### config.mk
export PLATFORM = sky130hd
export DESIGN_NAME = fix_tag_value_parser
export DESIGN_NICKNAME = d
export VERILOG_FILES = /design/src/sv/ftvp_pkg.sv /design/src/sv/ftvp_step.sv /design/src/sv/ftvp_outq.sv /design/src/sv/fix_tag_value_parser.sv
export SDC_FILE = /design/constraint.sdc
export NUM_CORES = 1
export LEC_CHECK = 0
export BUFFER_PORTS_ARGS = -buffer_cell sky130_fd_sc_hd__clkbuf_2
export CAP_MARGIN = 25
export CORE_MARGIN = 1
export CORE_UTILIZATION = 55
export DETAILED_ROUTE_END_ITERATION = 12
export PLACE_DENSITY = 0.73
export RECOVER_POWER = 100
export SLEW_MARGIN = 0
export SYNTH_ARGS = -nofsm -noshare
export SYNTH_HDL_FRONTEND = slang
export SYNTH_SLANG_ARGS = --single-unit
export TNS_END_PERCENT = 100
### constraint.sdc
create_clock -name clk -period 6.3 [get_ports clk]
set_input_delay 0.315 -clock clk [delete_from_list [all_inputs] [get_ports clk]]
set_output_delay 0.315 -clock clk [all_outputs]
set_load 0.03 [all_outputs]
### src/sv/ftvp_pkg.sv
`default_nettype none
// ----------------------------------------------------------------------------
// ftvp_pkg
// Types and constants shared by the tag=value parser modules.
// ----------------------------------------------------------------------------
package ftvp_pkg;

	localparam int unsigned TAG_W   = 20;
	localparam int unsigned PROD_W  = TAG_W + 4;
	localparam int unsigned FTAG_W  = TAG_W + 1;
	localparam int unsigned QDEPTH  = 4;
	localparam int unsigned QPTR_W  = $clog2(QDEPTH);
	localparam int unsigned QCNT_W  = QPTR_W + 1;

	localparam logic [PROD_W-1:0] TAG_LIMIT = PROD_W'(999999);
	localparam logic [TAG_W-1:0]  TAG_SAT   = TAG_W'(999999 + 1);

	localparam logic [7:0] CH_EQUAL = 8'h3D;
	localparam logic [7:0] CH_SOH   = 8'h01;
	localparam logic [7:0] CH_PLUS  = 8'h2B;
	localparam logic [7:0] CH_MINUS = 8'h2D;
	localparam logic [7:0] CH_SPACE = 8'h20;
	localparam logic [7:0] CH_TAB   = 8'h09;
	localparam logic [7:0] CH_CR    = 8'h0D;
	localparam logic [7:0] CH_ZERO  = 8'h30;
	localparam logic [7:0] CH_NINE  = 8'h39;

	localparam logic [TAG_W-1:0] TAG_BEGIN  = TAG_W'(8);
	localparam logic [TAG_W-1:0] TAG_LENGTH = TAG_W'(9);
	localparam logic [TAG_W-1:0] TAG_TYPE   = TAG_W'(35);

	localparam logic [1:0] KIND_VALUE   = 2'd0;
	localparam logic [1:0] KIND_FIELD   = 2'd1;
	localparam logic [1:0] KIND_MESSAGE = 2'd2;

	localparam logic [1:0] ERR_NONE      = 2'd0;
	localparam logic [1:0] ERR_MALFORMED = 2'd1;
	localparam logic [1:0] ERR_LIMIT     = 2'd2;

	typedef enum logic [6:0] {
		PH_START  = 7'b0000001,
		PH_SPACE  = 7'b0000010,
		PH_SIGN   = 7'b0000100,
		PH_DIGITS = 7'b0001000,
		PH_IGNORE = 7'b0010000,
		PH_VALUE  = 7'b0100000,
		PH_SKIP   = 7'b1000000
	} phase_t;

	typedef struct packed {
		phase_t            phase;
		logic [TAG_W-1:0]  tag_mag;
		logic              tag_neg;
		logic [1:0]        tag_bad;
		logic [7:0]        value_first;
		logic              value_nonempty;
		logic              seen_begin;
		logic              seen_length;
		logic              seen_type;
		logic [7:0]        type_reg;
		logic [1:0]        err;
	} state_t;

	localparam state_t STATE_IDLE = '{
		phase:          PH_START,
		tag_mag:        '0,
		tag_neg:        1'b0,
		tag_bad:        ERR_NONE,
		value_first:    8'h00,
		value_nonempty: 1'b0,
		seen_begin:     1'b0,
		seen_length:    1'b0,
		seen_type:      1'b0,
		type_reg:       8'h00,
		err:            ERR_NONE
	};

	typedef struct packed {
		logic [1:0]               kind;
		logic signed [FTAG_W-1:0] field_tag;
		logic [7:0]               value_byte;
		logic                     message_valid;
		logic [7:0]               message_type;
		logic [1:0]               error_code;
		logic                     tail_dropped;
		logic                     run_last;
	} result_t;

endpackage
`default_nettype wire

### src/sv/ftvp_step.sv
`default_nettype none
// ----------------------------------------------------------------------------
// ftvp_step
// Next-state and result logic for one message byte.
// ----------------------------------------------------------------------------
module ftvp_step import ftvp_pkg::*; (
	input  state_t     cur,
	input  logic [7:0] data_byte,
	input  logic       end_of_message,
	output state_t     nxt,
	output result_t    res0,
	output result_t    res1,
	output logic [1:0] res_count
);

	logic                     is_eq;
	logic                     is_soh;
	logic                     is_space;
	logic                     is_sign;
	logic                     is_digit;
	logic [PROD_W-1:0]        prod;
	logic                     over;
	logic [TAG_W-1:0]         mag_d;
	logic signed [FTAG_W-1:0] tag_val;
	state_t                   mid;
	result_t                  fld;
	result_t                  msg;
	logic                     fld_v;

	assign is_eq    = (data_byte == CH_EQUAL);
	assign is_soh   = (data_byte == CH_SOH);
	assign is_space = (data_byte == CH_SPACE) || (data_byte >= CH_TAB && data_byte <= CH_CR);
	assign is_sign  = (data_byte == CH_PLUS) || (data_byte == CH_MINUS);
	assign is_digit = (data_byte >= CH_ZERO) && (data_byte <= CH_NINE);

	// mag*10 + digit, saturating just past the limit
	assign prod  = {1'b0, cur.tag_mag, 3'b000} + {3'b000, cur.tag_mag, 1'b0}
	             + {{(PROD_W-4){1'b0}}, data_byte[3:0]};
	assign over  = (prod > TAG_LIMIT);
	assign mag_d = over ? TAG_SAT : prod[TAG_W-1:0];

	assign tag_val = cur.tag_neg ? -$signed({1'b0, cur.tag_mag}) : $signed({1'b0, cur.tag_mag});

	always_comb begin
		mid   = cur;
		fld_v = 1'b0;
		fld   = '0;
		unique case (cur.phase)
			PH_START, PH_SPACE: begin
				if (is_eq) begin
					mid.tag_bad = ERR_MALFORMED;
					mid.phase   = PH_VALUE;
				end else if (is_space) begin
					mid.phase = PH_SPACE;
				end else if (is_sign) begin
					mid.tag_neg = (data_byte == CH_MINUS);
					mid.phase   = PH_SIGN;
				end else if (is_digit) begin
					mid.tag_mag = mag_d;
					if (over) mid.tag_bad = ERR_LIMIT;
					mid.phase = PH_DIGITS;
				end else begin
					mid.tag_bad = ERR_MALFORMED;
					mid.phase   = PH_IGNORE;
				end
			end
			PH_SIGN: begin
				if (is_eq) begin
					mid.tag_bad = ERR_MALFORMED;
					mid.phase   = PH_VALUE;
				end else if (is_digit) begin
					mid.tag_mag = mag_d;
					if (over) mid.tag_bad = ERR_LIMIT;
					mid.phase = PH_DIGITS;
				end else begin
					mid.tag_bad = ERR_MALFORMED;
					mid.phase   = PH_IGNORE;
				end
			end
			PH_DIGITS: begin
				if (is_eq) begin
					mid.phase = PH_VALUE;
				end else if (is_digit) begin
					mid.tag_mag = mag_d;
					if (over) mid.tag_bad = ERR_LIMIT;
				end else begin
					mid.phase = PH_IGNORE;
				end
			end
			PH_IGNORE: begin
				if (is_eq) mid.phase = PH_VALUE;
			end
			PH_VALUE: begin
				if (is_soh) begin
					fld_v          = 1'b1;
					fld.kind       = KIND_FIELD;
					if (cur.tag_bad != ERR_NONE) begin
						mid.err = cur.tag_bad;
					end else begin
						fld.field_tag = tag_val;
						if (!cur.tag_neg && cur.tag_mag == TAG_BEGIN) mid.seen_begin = 1'b1;
						if (!cur.tag_neg && cur.tag_mag == TAG_LENGTH) mid.seen_length = 1'b1;
						if (!cur.tag_neg && cur.tag_mag == TAG_TYPE) begin
							mid.seen_type = 1'b1;
							if (cur.value_nonempty) mid.type_reg = cur.value_first;
						end
					end
					// close the field
					mid.tag_mag        = '0;
					mid.tag_neg        = 1'b0;
					mid.tag_bad        = ERR_NONE;
					mid.value_first    = '0;
					mid.value_nonempty = 1'b0;
					mid.phase          = (mid.err != ERR_NONE) ? PH_SKIP : PH_START;
				end else begin
					if (!cur.value_nonempty) begin
						mid.value_first    = data_byte;
						mid.value_nonempty = 1'b1;
					end
					if (cur.tag_bad == ERR_NONE) begin
						fld_v          = 1'b1;
						fld.kind       = KIND_VALUE;
						fld.field_tag  = tag_val;
						fld.value_byte = data_byte;
					end
				end
			end
			default: begin
				mid.phase = PH_SKIP;
			end
		endcase
		fld.message_type = mid.type_reg;
		fld.error_code   = mid.err;
		fld.run_last     = !end_of_message;
	end

	always_comb begin
		msg               = '0;
		msg.kind          = KIND_MESSAGE;
		msg.message_valid = (mid.err == ERR_NONE) && mid.seen_begin && mid.seen_length
		                  && mid.seen_type;
		msg.message_type  = mid.type_reg;
		msg.error_code    = mid.err;
		msg.tail_dropped  = (mid.phase != PH_START) && (mid.phase != PH_SKIP);
		msg.run_last      = 1'b1;

		nxt = mid;
		if (end_of_message) begin
			nxt                = '0;
			nxt.phase          = PH_START;
			nxt.type_reg       = mid.type_reg;
		end
	end

	assign res0      = fld_v ? fld : msg;
	assign res1      = msg;
	assign res_count = {1'b0, fld_v} + {1'b0, end_of_message};

endmodule
`default_nettype wire

### src/sv/ftvp_outq.sv
`default_nettype none
// ----------------------------------------------------------------------------
// ftvp_outq
// Small result queue: takes up to two results per cycle, hands out one.
// ----------------------------------------------------------------------------
module ftvp_outq import ftvp_pkg::*; (
	input  logic       clk,
	input  logic       arst_n,
	input  logic [1:0] push_count,
	input  result_t    push0,
	input  result_t    push1,
	output logic       room2,
	output logic       head_valid,
	output result_t    head,
	input  logic       pop
);

	result_t           entry_q [QDEPTH];
	logic [QPTR_W-1:0] wr_ptr_q;
	logic [QPTR_W-1:0] rd_ptr_q;
	logic [QCNT_W-1:0] count_q;
	logic [QPTR_W-1:0] wr_ptr1;

	assign wr_ptr1    = wr_ptr_q + QPTR_W'(1);
	assign room2      = (count_q <= QCNT_W'(QDEPTH - 2));
	assign head_valid = (count_q != '0);
	assign head       = entry_q[rd_ptr_q];

	always_ff @(posedge clk) begin
		if (push_count != 2'd0) entry_q[wr_ptr_q] <= push0;
		if (push_count == 2'd2) entry_q[wr_ptr1] <= push1;
	end

	always_ff @(posedge clk or negedge arst_n) begin
		if (!arst_n) begin
			wr_ptr_q <= '0;
			rd_ptr_q <= '0;
			count_q  <= '0;
		end else begin
			wr_ptr_q <= wr_ptr_q + QPTR_W'(push_count);
			if (pop) rd_ptr_q <= rd_ptr_q + QPTR_W'(1);
			count_q <= count_q + QCNT_W'(push_count) - QCNT_W'(pop);
		end
	end

endmodule
`default_nettype wire

### src/sv/fix_tag_value_parser.sv
`default_nettype none
// ----------------------------------------------------------------------------
// fix_tag_value_parser
// Splits a byte stream into tag=value fields ended by SOH.
// ----------------------------------------------------------------------------
// Input channel: one message byte per beat on data_byte, with end_of_message
// high on the last byte. A beat moves on a clock edge with byte_valid high and
// byte_stall low.
// Output channel: result beats (value byte, field complete, message complete)
// on result_valid / result_stall; run_last marks the final result of a byte.
// Each byte produces zero, one or two results. The parser state updates in the
// cycle the byte is taken and the results are registered into a four-entry queue;
// they reach the output once the results queued ahead of them have drained.
// Throughput: one byte per cycle while the queue has room for two results;
// the single output port drains one result per cycle while result_stall is low,
// so two-result bytes (a value or field beat plus message complete) build up.
// byte_stall rises when fewer than two queue entries are free, which happens
// only when the receiver holds result_stall high or two-result bytes pile up.
// Reset clears the parser state, the message type and the queue.
// ----------------------------------------------------------------------------
module fix_tag_value_parser import ftvp_pkg::*; (
	input  logic                     clk,
	input  logic                     arst_n,
	input  logic                     byte_valid,
	output logic                     byte_stall,
	input  logic [7:0]               data_byte,
	input  logic                     end_of_message,
	output logic                     result_valid,
	input  logic                     result_stall,
	output logic [1:0]               kind,
	output logic signed [FTAG_W-1:0] field_tag,
	output logic [7:0]               value_byte,
	output logic                     message_valid,
	output logic [7:0]               message_type,
	output logic [1:0]               error_code,
	output logic                     tail_dropped,
	output logic                     run_last
);

	state_t     state_q;
	state_t     state_nxt;
	result_t    res0;
	result_t    res1;
	result_t    head;
	logic [1:0] res_count;
	logic       room2;
	logic       take;

	assign byte_stall = !room2;
	assign take       = byte_valid && room2;

	ftvp_step u_step (
		.cur            (state_q),
		.data_byte      (data_byte),
		.end_of_message (end_of_message),
		.nxt            (state_nxt),
		.res0           (res0),
		.res1           (res1),
		.res_count      (res_count)
	);

	always_ff @(posedge clk or negedge arst_n) begin
		if (!arst_n) begin
			state_q <= STATE_IDLE;
		end else if (take) begin
			state_q <= state_nxt;
		end
	end

	ftvp_outq u_outq (
		.clk        (clk),
		.arst_n     (arst_n),
		.push_count (take ? res_count : 2'd0),
		.push0      (res0),
		.push1      (res1),
		.room2      (room2),
		.head_valid (result_valid),
		.head       (head),
		.pop        (result_valid && !result_stall)
	);

	assign kind          = head.kind;
	assign field_tag     = head.field_tag;
	assign value_byte    = head.value_byte;
	assign message_valid = head.message_valid;
	assign message_type  = head.message_type;
	assign error_code    = head.error_code;
	assign tail_dropped  = head.tail_dropped;
	assign run_last      = head.run_last;

endmodule
`default_nettype wire

==> flow_summary.yaml, run 1 <==
cts:
  clkTransAtPathRegs_ps: 60
  cts_buffers: 25
  tritoncts_clock_tree: "done"
  number_of_levels_the_h_tree_was_split_into: 1
  max-clock-path-buffers: 3
  cts_sinks: 235
  clk_latency_worst_skew_pair_ps: 510
  clock_tree.root_cell: "sky130_fd_sc_hd__clkbuf_16"
  cts_resized: 0
global_route:
  grt_start_max_net_pins: 60
  grt_antenna_before_repair: 0
  global_route_usage_over_all_layers: 0.2635
  grt-ovfl-total: 0
  number_of_global_route_vias_before_repair: 8755
  grt_first_pass_wirelength_mm: 46.02
place:
  port_buffers: 58
  detailedPlacementHpwl_mm: 19.50
  routabilityCongestion: 0.9101
synth:
  synth.net_count: 1178
  yosys_warnings: 0
  yosys.area_share.adder: 0.05482
  synth-simple-area-share: 0.1378
  combinational_family_with_the_most_area_after_synthesis: "compound AO/OA/AOI/OAI gates"
  synthesized_netlist_cell_count: 1115
  number_of_synthesized_flops_with_an_enable_pin: 48
  synth-compound-area-share: 0.1823
  synthXorXnorAreaFrac: 0.02667
  synth_sequential_area_ratio: 0.4636
  post_synth_instance_area_um2: 11820
  yosys_most_used_dff: "sky130_fd_sc_hd__dfxtp_1"
  synth-seq-cells: 235
  synth.mux.area_fraction: 0.1049
  syn_avg_cell_area_um2: 10.60
  ys_async_sr_fraction: 0.2511
  yosys.cell_types.count: 75
floorplanning:
  floorplan.core_area_um2: 21020
  row_count: 53
  io-pin-count: 59
  die_height_um: 148.6
  die_footprint_um2: 22090
  starting_density: 0.5624
  floorplan.die.width_um: 148.6
worst_setup_path:
  worst-r2r-setup-slack_ps: 1130
  critical_path_arrival_ps: 5490
  worst-path-max-fanout: 18
  worstSetupStartpointType: "register"
  r2r.worst_path.cells: 11
  worst_ep_required_time_ps: 6620
  endpoint_kind: "register"
  timing.rr.end: "state_q[22]"
  setup.worst_path.class: "reg2reg"
  worst_setup_path_endpoint: "state_q[22]"
  worstReg2RegStart: "state_q[25]"
  startpoint: "state_q[25]"
power_and_ir_drop:
  netSwitchingFraction: 0.3441
  p_leak_nw: 5.145
  cellInternalPower_mw: 2.887
  net-switching-power_mw: 1.515
  power_frac_seq: 0.399
  power.combinational.fraction: 0.294
  p_clk_frac: 0.308
  max-vdd-ir-drop_uv: 278.9
  power_per_cell_area_nw_per_um2: 340.9
sta:
  final-setup-viol-count: 0
  tightestPinTransition_ps: 3864
  final_period_minus_worst_setup_slack_ps: 5167
  fin_skew_ps: 10.88
  slew_viol_final: 168
  max_freq_ghz: 0.1935
  rsz0062_at_grt: "no"
  final.period_utilization: 0.8202
  setup-tns-final_ps: 0
  timing.hold.ws_ps: 121.3
  max-slew-margin-rel: -1.576
  report.final.hold_viol_count: 0
final_layout:
  layout.core_utilization: 0.6142
  multi_input_comb_area_um2: 5928
  mostFrequentLayoutCell: "sky130_fd_sc_hd__dfxtp_1"
  fill_cells: 1733
  areaGrowthSynthToFinish_pct: 9.218
  mostFrequentLayoutCells: "128 x sky130_fd_sc_hd__dfxtp_1, 126 x sky130_fd_sc_hd__nand2_1, 106 x sky130_fd_sc_hd__nor2_1"
  antenna-diode-count: 0
  final_layout_size_suffix_gt1_frac: 0.09897
  register_area_um2: 5484
  finalNetCount: 1208
route:
  drt_pass1_iterations: 5
  num_vias: 9012
  detailed_route_wire_length_mm: 28.77
  detailedRoute.firstIterationViolations: 596
  drc: 0
  routedWlPerCell_um: 20.02
  drtAntennaViolNets: 0
  post_drt_via_cell_ratio: 6.271
run:
  max-cap-violations: 4
outcome:
  failed_checks: "capacitance limit, slew limit"
  run_status: "finished, violations left"
worst_hold_path:
  type_of_the_tightest_min_delay_check: "in2reg"
## per-layer routing
layer / up-vias / share of wire / routed length [um] / GRT usage
li1: 4244 / - / - / -
met1: 4451 / 0.45 / 13060 / 0.3742
met2: 283 / 0.47 / 13510 / 0.4311
met3: 34 / 0.062 / 1787 / 0.03252
met4: 0 / 0.014 / 411 / 0.05928
met5: - / 0 / 0 / 0
## how the worst min path moves through the flow
stage	startpoint	end	slack, ps	cells past startpoint
5_1_grt	result_stall	u_outq.rd_ptr_q[0]	140	3
2_1_floorplan	arst_n	state_q[0]	20	0
6_report	result_stall	u_outq.rd_ptr_q[1]	120	4
3_5_place_dp	u_outq.entry_q[3][43]	u_outq.entry_q[3][43]	440	2
4_1_cts	result_stall	u_outq.rd_ptr_q[1]	120	4
3_3_place_gp	u_outq.entry_q[1][38]	u_outq.entry_q[1][38]	430	2
## sequential cells by signal (all words and copies together) (netlist names)
register	flops
u_outq.entry_q	176
state_q	52
u_outq.count_q	3
u_outq.rd_ptr_q	2
u_outq.wr_ptr_q	2
## Yosys cell counts, types with 5 or more instances
cell type / n / area [um^2]
sky130_fd_sc_hd__ha_1: 47 / 588.1
sky130_fd_sc_hd__o41ai_1: 8 / 70.07
sky130_fd_sc_hd__o31ai_1: 20 / 150.1
sky130_fd_sc_hd__o21ai_0: 33 / 165.2
sky130_fd_sc_hd__mux2_1: 11 / 123.9
sky130_fd_sc_hd__a31oi_1: 5 / 31.28
sky130_fd_sc_hd__nor2b_1: 8 / 50.05
sky130_fd_sc_hd__a21o_1: 8 / 60.06
sky130_fd_sc_hd__nand2b_1: 11 / 68.82
sky130_fd_sc_hd__nor2_1: 107 / 401.6
sky130_fd_sc_hd__xnor2_1: 15 / 131.4
sky130_fd_sc_hd__xor2_1: 21 / 183.9
sky130_fd_sc_hd__clkbuf_1: 58 / 217.7
sky130_fd_sc_hd__nand4_1: 13 / 81.33
sky130_fd_sc_hd__nor3_1: 14 / 70.07
sky130_fd_sc_hd__mux2i_1: 10 / 100.1
sky130_fd_sc_hd__or3_1: 13 / 81.33
sky130_fd_sc_hd__buf_1: 6 / 22.52
sky130_fd_sc_hd__edfxtp_1: 48 / 1441
sky130_fd_sc_hd__inv_1: 21 / 78.83
sky130_fd_sc_hd__nand2_1: 126 / 473.0
sky130_fd_sc_hd__dfxtp_1: 128 / 2562
sky130_fd_sc_hd__o21ai_1: 32 / 160.2
sky130_fd_sc_hd__a22o_1: 73 / 639.4
sky130_fd_sc_hd__a32o_1: 33 / 330.3
sky130_fd_sc_hd__and3_1: 9 / 56.30
sky130_fd_sc_hd__and2_1: 5 / 31.28
sky130_fd_sc_hd__a21oi_1: 39 / 195.2
sky130_fd_sc_hd__dfrtp_1: 58 / 1451
sky130_fd_sc_hd__mux4_2: 44 / 991.0
sky130_fd_sc_hd__nand3_1: 15 / 75.07
## critical path: stages (launching register included)
cell and delay (ps):
sky130_fd_sc_hd__dfrtp_1 580, sky130_fd_sc_hd__inv_1 200, sky130_fd_sc_hd__fa_1 540, sky130_fd_sc_hd__fa_1 440, sky130_fd_sc_hd__nand2b_1 190, sky130_fd_sc_hd__a21oi_1 240
sky130_fd_sc_hd__o21ai_0 270, sky130_fd_sc_hd__o31ai_1 540, sky130_fd_sc_hd__a21o_1 190, sky130_fd_sc_hd__nand4_1 120, sky130_fd_sc_hd__a2111oi_2 1450, sky130_fd_sc_hd__o31ai_1 200
## power by group through the flow
stage               clock, mW  combinational (mW)  sequential [mW]
floorplan                   0                1.04             1.73
detailed placement          0                1.31             1.78
global placement            0                1.29             1.78
finish                   1.35                1.29             1.75
global route             1.43                1.41             1.77
CTS                      1.37                1.32             1.75
## per-stage QoR
stage | power, mW | area [um^2] | instances | setup slack [ps]
2_1_floorplan | 2.769 | 11820 | 1115 | 2541
3_3_place_gp | 3.071 | 12310 | 1392 | 1957
3_5_place_dp | 3.098 | 12310 | 1392 | 1895
4_1_cts | 4.440 | 13080 | 1437 | 1879
5_1_grt | 4.611 | 12910 | 1437 | 796.4
6_report | 4.401 | 12910 | 1437 | 1133
## cell type report
type / instances / share of cell area
multi-input combinational: 790 / 0.4591
inverter: 21 / 0.006105
sequential: 235 / 0.4247
timing repair buffer: 72 / 0.02490
tap: 275 / 0.02665
clock buffer: 36 / 0.05552
clock inverter: 8 / 0.003004
## cell families (layout without fill, tap and decap cells)
kind of cell / count (synthesis) / count (layout)
AO/OA/AOI/OAI: 287 / 287
multiplexers: 67 / 67
flip-flops: 235 / 235
adder cells (fa/ha/maj): 50 / 50
AND/OR/NAND/NOR: 350 / 350
buffers and inverters: 90 / 137
XOR/XNOR: 36 / 36
## timing repair
item / CTS / global route
endpoints found under the hold margin: 50 / 0
setup buffers: 0 / 0
setup endpoints to repair: 0 / 0
hold buffers: 1 / 0
No activity file was read; power rests on OpenSTA's default activity.
==> run 2: changes to the inputs <==
--- a/config.mk
+++ b/config.mk
@@ -5,6 +5,7 @@
 export SDC_FILE = /design/constraint.sdc
 export NUM_CORES = 1
 export LEC_CHECK = 0
+export ABC_AREA = 1
 export BUFFER_PORTS_ARGS = -buffer_cell sky130_fd_sc_hd__clkbuf_2
 export CAP_MARGIN = 25
 export CORE_MARGIN = 1
==> constraint.sdc (replaced) <==
create_clock -name clk -period 5 [get_ports clk]
set_input_delay 0.25 -clock clk [delete_from_list [all_inputs] [get_ports clk]]
set_output_delay 0.25 -clock clk [all_outputs]
set_load 0.03 [all_outputs]
==> flow_summary.yaml, run 2 <==
outcome:
  run_status: "finished, violations left"
  failed_checks: "capacitance limit, slew limit"
cts:
  clkTransAtPathRegs_ps: 60
  number_of_levels_the_h_tree_was_split_into: 1
  clock_tree.root_cell: "sky130_fd_sc_hd__clkbuf_16"
  cts_buffers: 26
  cts_sinks: 235
  tritoncts_clock_tree: "done"
  max-clock-path-buffers: 3
  cts_resized: 0
  clk_latency_worst_skew_pair_ps: 530
sta:
  max-slew-margin-rel: -1.083
  rsz0062_at_grt: "no"
  report.final.hold_viol_count: 0
  slew_viol_final: 106
  final.setup.worst_slack_ps: 460.7
  tightestPinTransition_ps: 3125
  final-setup-viol-count: 0
  final.period_utilization: 0.9079
  max_freq_ghz: 0.2203
  setup-tns-final_ps: 0
  final_period_minus_worst_setup_slack_ps: 4539
  fin_skew_ps: 15.49
floorplanning:
  die_height_um: 150.6
  floorplan.die.width_um: 150.6
  starting_density: 0.5586
  floorplan.core_area_um2: 21760
  row_count: 54
  io-pin-count: 59
  die_footprint_um2: 22690
worst_hold_path:
  type_of_the_tightest_min_delay_check: "in2reg"
worst_setup_path:
  critical_path_arrival_ps: 4290
  endpoint_kind: "output pin"
  worst-r2r-setup-slack_ps: 740
  worst-path-max-fanout: 45
  setup.worst_path.class: "reg2out"
  worst_ep_required_time_ps: 4750
  worstSetupStartpointType: "register"
synth:
  yosys.cell_count.top_type: "sky130_fd_sc_hd__nand2_1"
  synth-seq-cells: 235
  yosys_most_used_dff: "sky130_fd_sc_hd__dfxtp_1"
  number_of_synthesized_flops_with_an_enable_pin: 48
  synth_top_area_cell: "sky130_fd_sc_hd__dfxtp_1"
  yosys.cell_types.count: 55
  synthesized_netlist_cell_count: 1605
  yosys_warnings: 0
  post_synth_instance_area_um2: 12150
  synth_top_cells_by_area: "sky130_fd_sc_hd__dfxtp_1 21%, sky130_fd_sc_hd__nand2_1 12%, sky130_fd_sc_hd__dfrtp_1 12%"
  synth.net_count: 1668
  synth_top_cell_area_share: 0.2109
  ys_async_sr_fraction: 0.2511
  synth_sequential_area_ratio: 0.4510
  synthTopCellsByCount: "390 x sky130_fd_sc_hd__nand2_1, 242 x sky130_fd_sc_hd__o21ai_0, 219 x sky130_fd_sc_hd__nor2_1"
  syn_avg_cell_area_um2: 7.572
place:
  routabilityCongestion: 0.9368
  port_buffers: 58
  post-place-ws_ps: 853.0
  detailedPlacementHpwl_mm: 22.32
  detailed_place.area_um2: 12660
global_route:
  grt_start_max_net_pins: 91
  grt_antenna_before_repair: 0
  grt_first_pass_wirelength_mm: 52.56
  number_of_global_route_vias_before_repair: 10210
  global_route_usage_over_all_layers: 0.2924
  grt-ovfl-total: 0
route:
  routedWlPerCell_um: 16.80
  num_vias: 11040
  post_drt_via_cell_ratio: 5.682
  drtAntennaViolNets: 0
  drc: 0
  detailedRoute.firstIterationViolations: 957
  detailed_route_wire_length_mm: 32.65
  drt_pass1_iterations: 7
final_layout:
  finalNetCount: 1706
  mostFrequentLayoutCells: "393 x sky130_fd_sc_hd__nand2_1, 253 x sky130_fd_sc_hd__o21ai_0, 221 x sky130_fd_sc_hd__nor2_1"
  largest_register_ffs: 176
  layout.cell_area.non_filler_um2: 13530
  layout.core_utilization: 0.6219
  areaGrowthSynthToFinish_pct: 11.32
  reg.largest.list: "u_outq.entry_q x176, state_q x52, u_outq.count_q x3"
  antenna-diode-count: 0
  final_layout_size_suffix_gt1_frac: 0.05893
  largest_register: "u_outq.entry_q"
  mostFrequentLayoutCell: "sky130_fd_sc_hd__nand2_1"
power_and_ir_drop:
  power_mw: 8.082
  power_per_cell_area_nw_per_um2: 597.4
  max-vdd-ir-drop_uv: 272.4
  p_leak_nw: 5.755
run:
  max-cap-violations: 2
[run 2: changes by cell type after synthesis, sizes merged, moves of 54 or more]
cell | previous run | this run
nand2 | 128 | 393
o21ai | 65 | 256
nor2 | 108 | 224
inv | 21 | 127
a22o | 73 | 0
o22ai | 1 | 59
nand3 | 16 | 70
[run 2: worst max-delay path, stage by stage (launching register included)]
cell                       delay [ps]
sky130_fd_sc_hd__dfrtp_1          320
sky130_fd_sc_hd__clkbuf_1        1550
sky130_fd_sc_hd__clkinv_1         840
sky130_fd_sc_hd__buf_4            490
sky130_fd_sc_hd__o21ai_0          150
sky130_fd_sc_hd__o22ai_1          120
sky130_fd_sc_hd__clkbuf_1         230
[run 2: cell type report]
class | instances | area, um^2
Sequential cell | 235 | 5483
Inverter | 130 | 488.0
Multi-Input combinational cell | 1172 | 5862
Clock buffer | 37 | 794.5
Clock inverter | 11 | 175.2
Fill cell | 1946 | 8227
Timing Repair Buffer | 78 | 376.6
Tap cell | 280 | 350.3
[run 2: cell families after synthesis]
logic type	share of synthesized area
AND/OR/NAND/NOR	0.2529
XOR/XNOR	0.01081
buffers and inverters	0.06270
adder cells (fa/ha/maj)	0.05333
AO/OA/AOI/OAI	0.1627
multiplexers	0.006589
flip-flops	0.4510
[run 2: power breakdown]
part / internal, mW / switching [mW] / leakage, nW
sequential: 2.15 / 0.230 / 2.27
combinational: 1.03 / 2.57 / 3.02
clock: 1.32 / 0.784 / 0.471
total: 4.49 / 3.59 / 5.76
[run 2: path summary, 6_finish.rpt]
check,start,endpoint,cells after the start
hold / removal,data_byte[7],state_q[21],3
min in group asynchronous,arst_n,u_outq.rd_ptr_q[1],3
max in group asynchronous,arst_n,u_outq.rd_ptr_q[0],3
hold reg to reg,u_outq.entry_q[1][43],u_outq.entry_q[1][43],2
setup / recovery,u_outq.rd_ptr_q[1],value_byte[1],6
setup reg to reg,state_q[46],u_outq.entry_q[0][16],20
[run 2: repair_timing]
item	CTS	global route
hold buffers	1	0
hold endpoints to repair	58	0
buffers inserted	0	0
[run 2: metrics by stage]
step / hold WS [ps] / std cells
2_1_floorplan: -45.59 / 1605
3_3_place_gp: 433.3 / 1893
6_report: 39.55 / 1943
4_1_cts: 23.69 / 1942
3_5_place_dp: 437.7 / 1893
5_1_grt: 58.08 / 1943
[run 2: routing by layer]
metal  track usage  up-vias  wire length (um)
met5             0        -                 0
met4       0.06950        0               669
met3       0.03485       57              1843
met2        0.4774      354             15010
met1        0.4130     5197             15130
li1              -     5433                 -
==> run 3: changes to the inputs <==
--- a/config.mk
+++ b/config.mk
@@ -10,6 +10,7 @@
 export CAP_MARGIN = 25
 export CORE_MARGIN = 1
 export CORE_UTILIZATION = 55
+export CTS_BUF_LIST = sky130_fd_sc_hd__clkbuf_4
 export DETAILED_ROUTE_END_ITERATION = 12
 export PLACE_DENSITY = 0.73
 export RECOVER_POWER = 100
==> flow_summary.yaml, run 3 (synthesis results as in run 2) <==
outcome:
  run_status: "finished, violations left"
  failed_checks: "DRC, capacitance limit, slew limit"
global_route:
  global_route_usage_over_all_layers: 0.2998
  grt_start_max_net_pins: 91
  grt-ovfl-total: 0
  grt_busiest_layer: "met2"
  grt_use_met1: 0.4031
  number_of_global_route_vias_before_repair: 10700
  groute.layer.met3.usage: 0.05242
  grt_first_pass_wirelength_mm: 53.16
  grt_antenna_before_repair: 1
  use_met2: 0.4818
route:
  drt_pass1_iterations: 10
  num_vias: 11310
  post_drt_via_cell_ratio: 5.578
  drtAntennaViolNets: 0
  drc: 1
  detailed_route_wire_length_mm: 33.40
  routedWlPerCell_um: 16.47
  detailedRoute.firstIterationViolations: 1014
floorplanning:
  floorplan.die.width_um: 150.6
  starting_density: 0.5586
  row_count: 54
  io-pin-count: 59
  die_footprint_um2: 22690
  floorplan.core_area_um2: 21760
  die_height_um: 150.6
place:
  detailedPlacementHpwl_mm: 22.32
  placedCellCount: 1893
  routabilityCongestion: 0.9368
  port_buffers: 58
run:
  max-cap-violations: 2
cts:
  clkTransAtPathRegs_ps: 60
  clock_tree.root_cell: "sky130_fd_sc_hd__clkbuf_4"
  cts_sinks: 235
  max-clock-path-buffers: 3
  number_of_levels_the_h_tree_was_split_into: 3
  cts_resized: 0
  cts_buffers: 66
  clk_latency_worst_skew_pair_ps: 690
  tritoncts_clock_tree: "done"
sta:
  rsz0062_at_grt: "no"
  setup-tns-final_ps: 0
  max-slew-margin-rel: -1.093
  final_period_minus_worst_setup_slack_ps: 4644
  max_freq_ghz: 0.2153
  final-setup-viol-count: 0
  final.period_utilization: 0.9288
  tightestPinTransition_ps: 3140
  report.final.hold_viol_count: 0
  fin_skew_ps: 47.09
  timing.hold.ws_ps: 328.2
  slew_viol_final: 106
worst_hold_path:
  min_from: "byte_valid"
  type_of_the_tightest_min_delay_check: "in2reg"
  hold_end: "state_q[46]"
  worst_hold_path.num_cells: 4
worst_setup_path:
  critical_path.slowest_cell: "sky130_fd_sc_hd__clkbuf_1"
  timing.rr.end: "u_outq.entry_q[0][24]"
  worst-r2r-setup-slack_ps: 720
  worst-path-max-fanout: 45
  timing.critical_path.slowest_cell_delay_ps: 1530
  path_common_cell: "sky130_fd_sc_hd__clkbuf_1"
  worstReg2RegStart: "state_q[46]"
  r2r.worst_path.cells: 20
  timing.critical_path.max_delay_family: "buffers and inverters"
  worst_ep_required_time_ps: 4750
  setup.worst_path.class: "reg2out"
  worstSetupStartpointType: "register"
  worstPathBufferInverterCount: 4
  critical_path_arrival_ps: 4390
  endpoint_kind: "output pin"
  crit_path_cell_trace: "clkbuf_1 -> clkinv_1 -> buf_4 -> o21ai_0 -> o22ai_1 -> clkbuf_1"
final_layout:
  reg.largest.list: "u_outq.entry_q x176, state_q x52, u_outq.count_q x3"
  mostFrequentLayoutCells: "393 x sky130_fd_sc_hd__nand2_1, 253 x sky130_fd_sc_hd__o21ai_0, 221 x sky130_fd_sc_hd__nor2_1"
  final-instance-count-excl-fill: 2028
  finalNetCount: 1758
  largest_register: "u_outq.entry_q"
  final_layout_size_suffix_gt1_frac: 0.08992
  largest_register_ffs: 176
  fill_cells: 1967
  mostFrequentLayoutCell: "sky130_fd_sc_hd__nand2_1"
  areaGrowthSynthToFinish_pct: 11.61
power_and_ir_drop:
  max-vdd-ir-drop_uv: 267.0
  power_per_cell_area_nw_per_um2: 576.5
  p_leak_nw: 5.840
-- run 3: changes by cell type in the layout (fill, tap and decap cells not counted), sizes merged --
cell / before / now
dlygate4sd3: 1 / 13
clkbuf: 102 / 163
bufinv: 4 / 2
clkinv: 10 / 20
inv: 125 / 127
diode: 0 / 2
-- run 3: worst max path at each step --
stage | endpoint | cells after the start | startpoint | slack (ps)
2_1_floorplan | u_outq.entry_q[1][3] | 17 | state_q[45] | 1940
3_3_place_gp | u_outq.entry_q[0][39] | 20 | state_q[47] | 1040
3_5_place_dp | u_outq.entry_q[0][24] | 20 | state_q[46] | 850
4_1_cts | u_outq.entry_q[0][24] | 20 | state_q[46] | 820
5_1_grt | u_outq.entry_q[0][37] | 20 | state_q[46] | 240
6_report | value_byte[1] | 6 | u_outq.rd_ptr_q[1] | 360
-- run 3: stage by stage --
stage	area, um^2	power [mW]	util	setup slack [ps]
4_1_cts	13670	7.898	0.6281	821.6
3_3_place_gp	12660	6.011	0.5817	1037
5_1_grt	13560	8.380	0.6235	236.7
6_report	13560	7.820	0.6235	356.1
3_5_place_dp	12660	6.058	0.5817	853.0
2_1_floorplan	12150	5.074	-	1942
-- run 3: layer usage --
| metal | wire length [um] | up-vias |
|---|---|---|
| met5 | 0 | - |
| met4 | 755 | 0 |
| met3 | 2248 | 70 |
| met2 | 15440 | 387 |
| met1 | 14960 | 5287 |
| li1 | - | 5569 |
-- run 3: cell type report --
class                   count  area, um^2  share of cell area
diodes                      2       5.005           0.0003690
clock buffers              98       735.7             0.05424
clock inverters            21       143.9             0.01061
inverters                 130       488.0             0.03597
multi-input cells        1172        5862              0.4322
flip-flops and latches    235        5483              0.4042
well taps                 280       350.3             0.02583
repair buffers             90       496.7             0.03662
-- run 3: power breakdown --
part / switching, mW / internal, mW
registers: 0.228 / 2.15
clock network: 0.823 / 1.01
logic: 2.58 / 1.04
-- run 3: worst reg2reg max path, delay by kind of cell (launching register included) --
family	cells	cell delay, ps
fa+ha+maj	1	160
buf+inv	8	1300
simple gates	10	2210
compound gates	1	100
flops	1	390
-- run 3: what timing repair did --
item | in CTS | in global routing
setup buffers | 0 | 0
hold endpoints to repair | 71 | 0
hold buffers | 13 | 0
setup endpoints to repair | 0 | 0
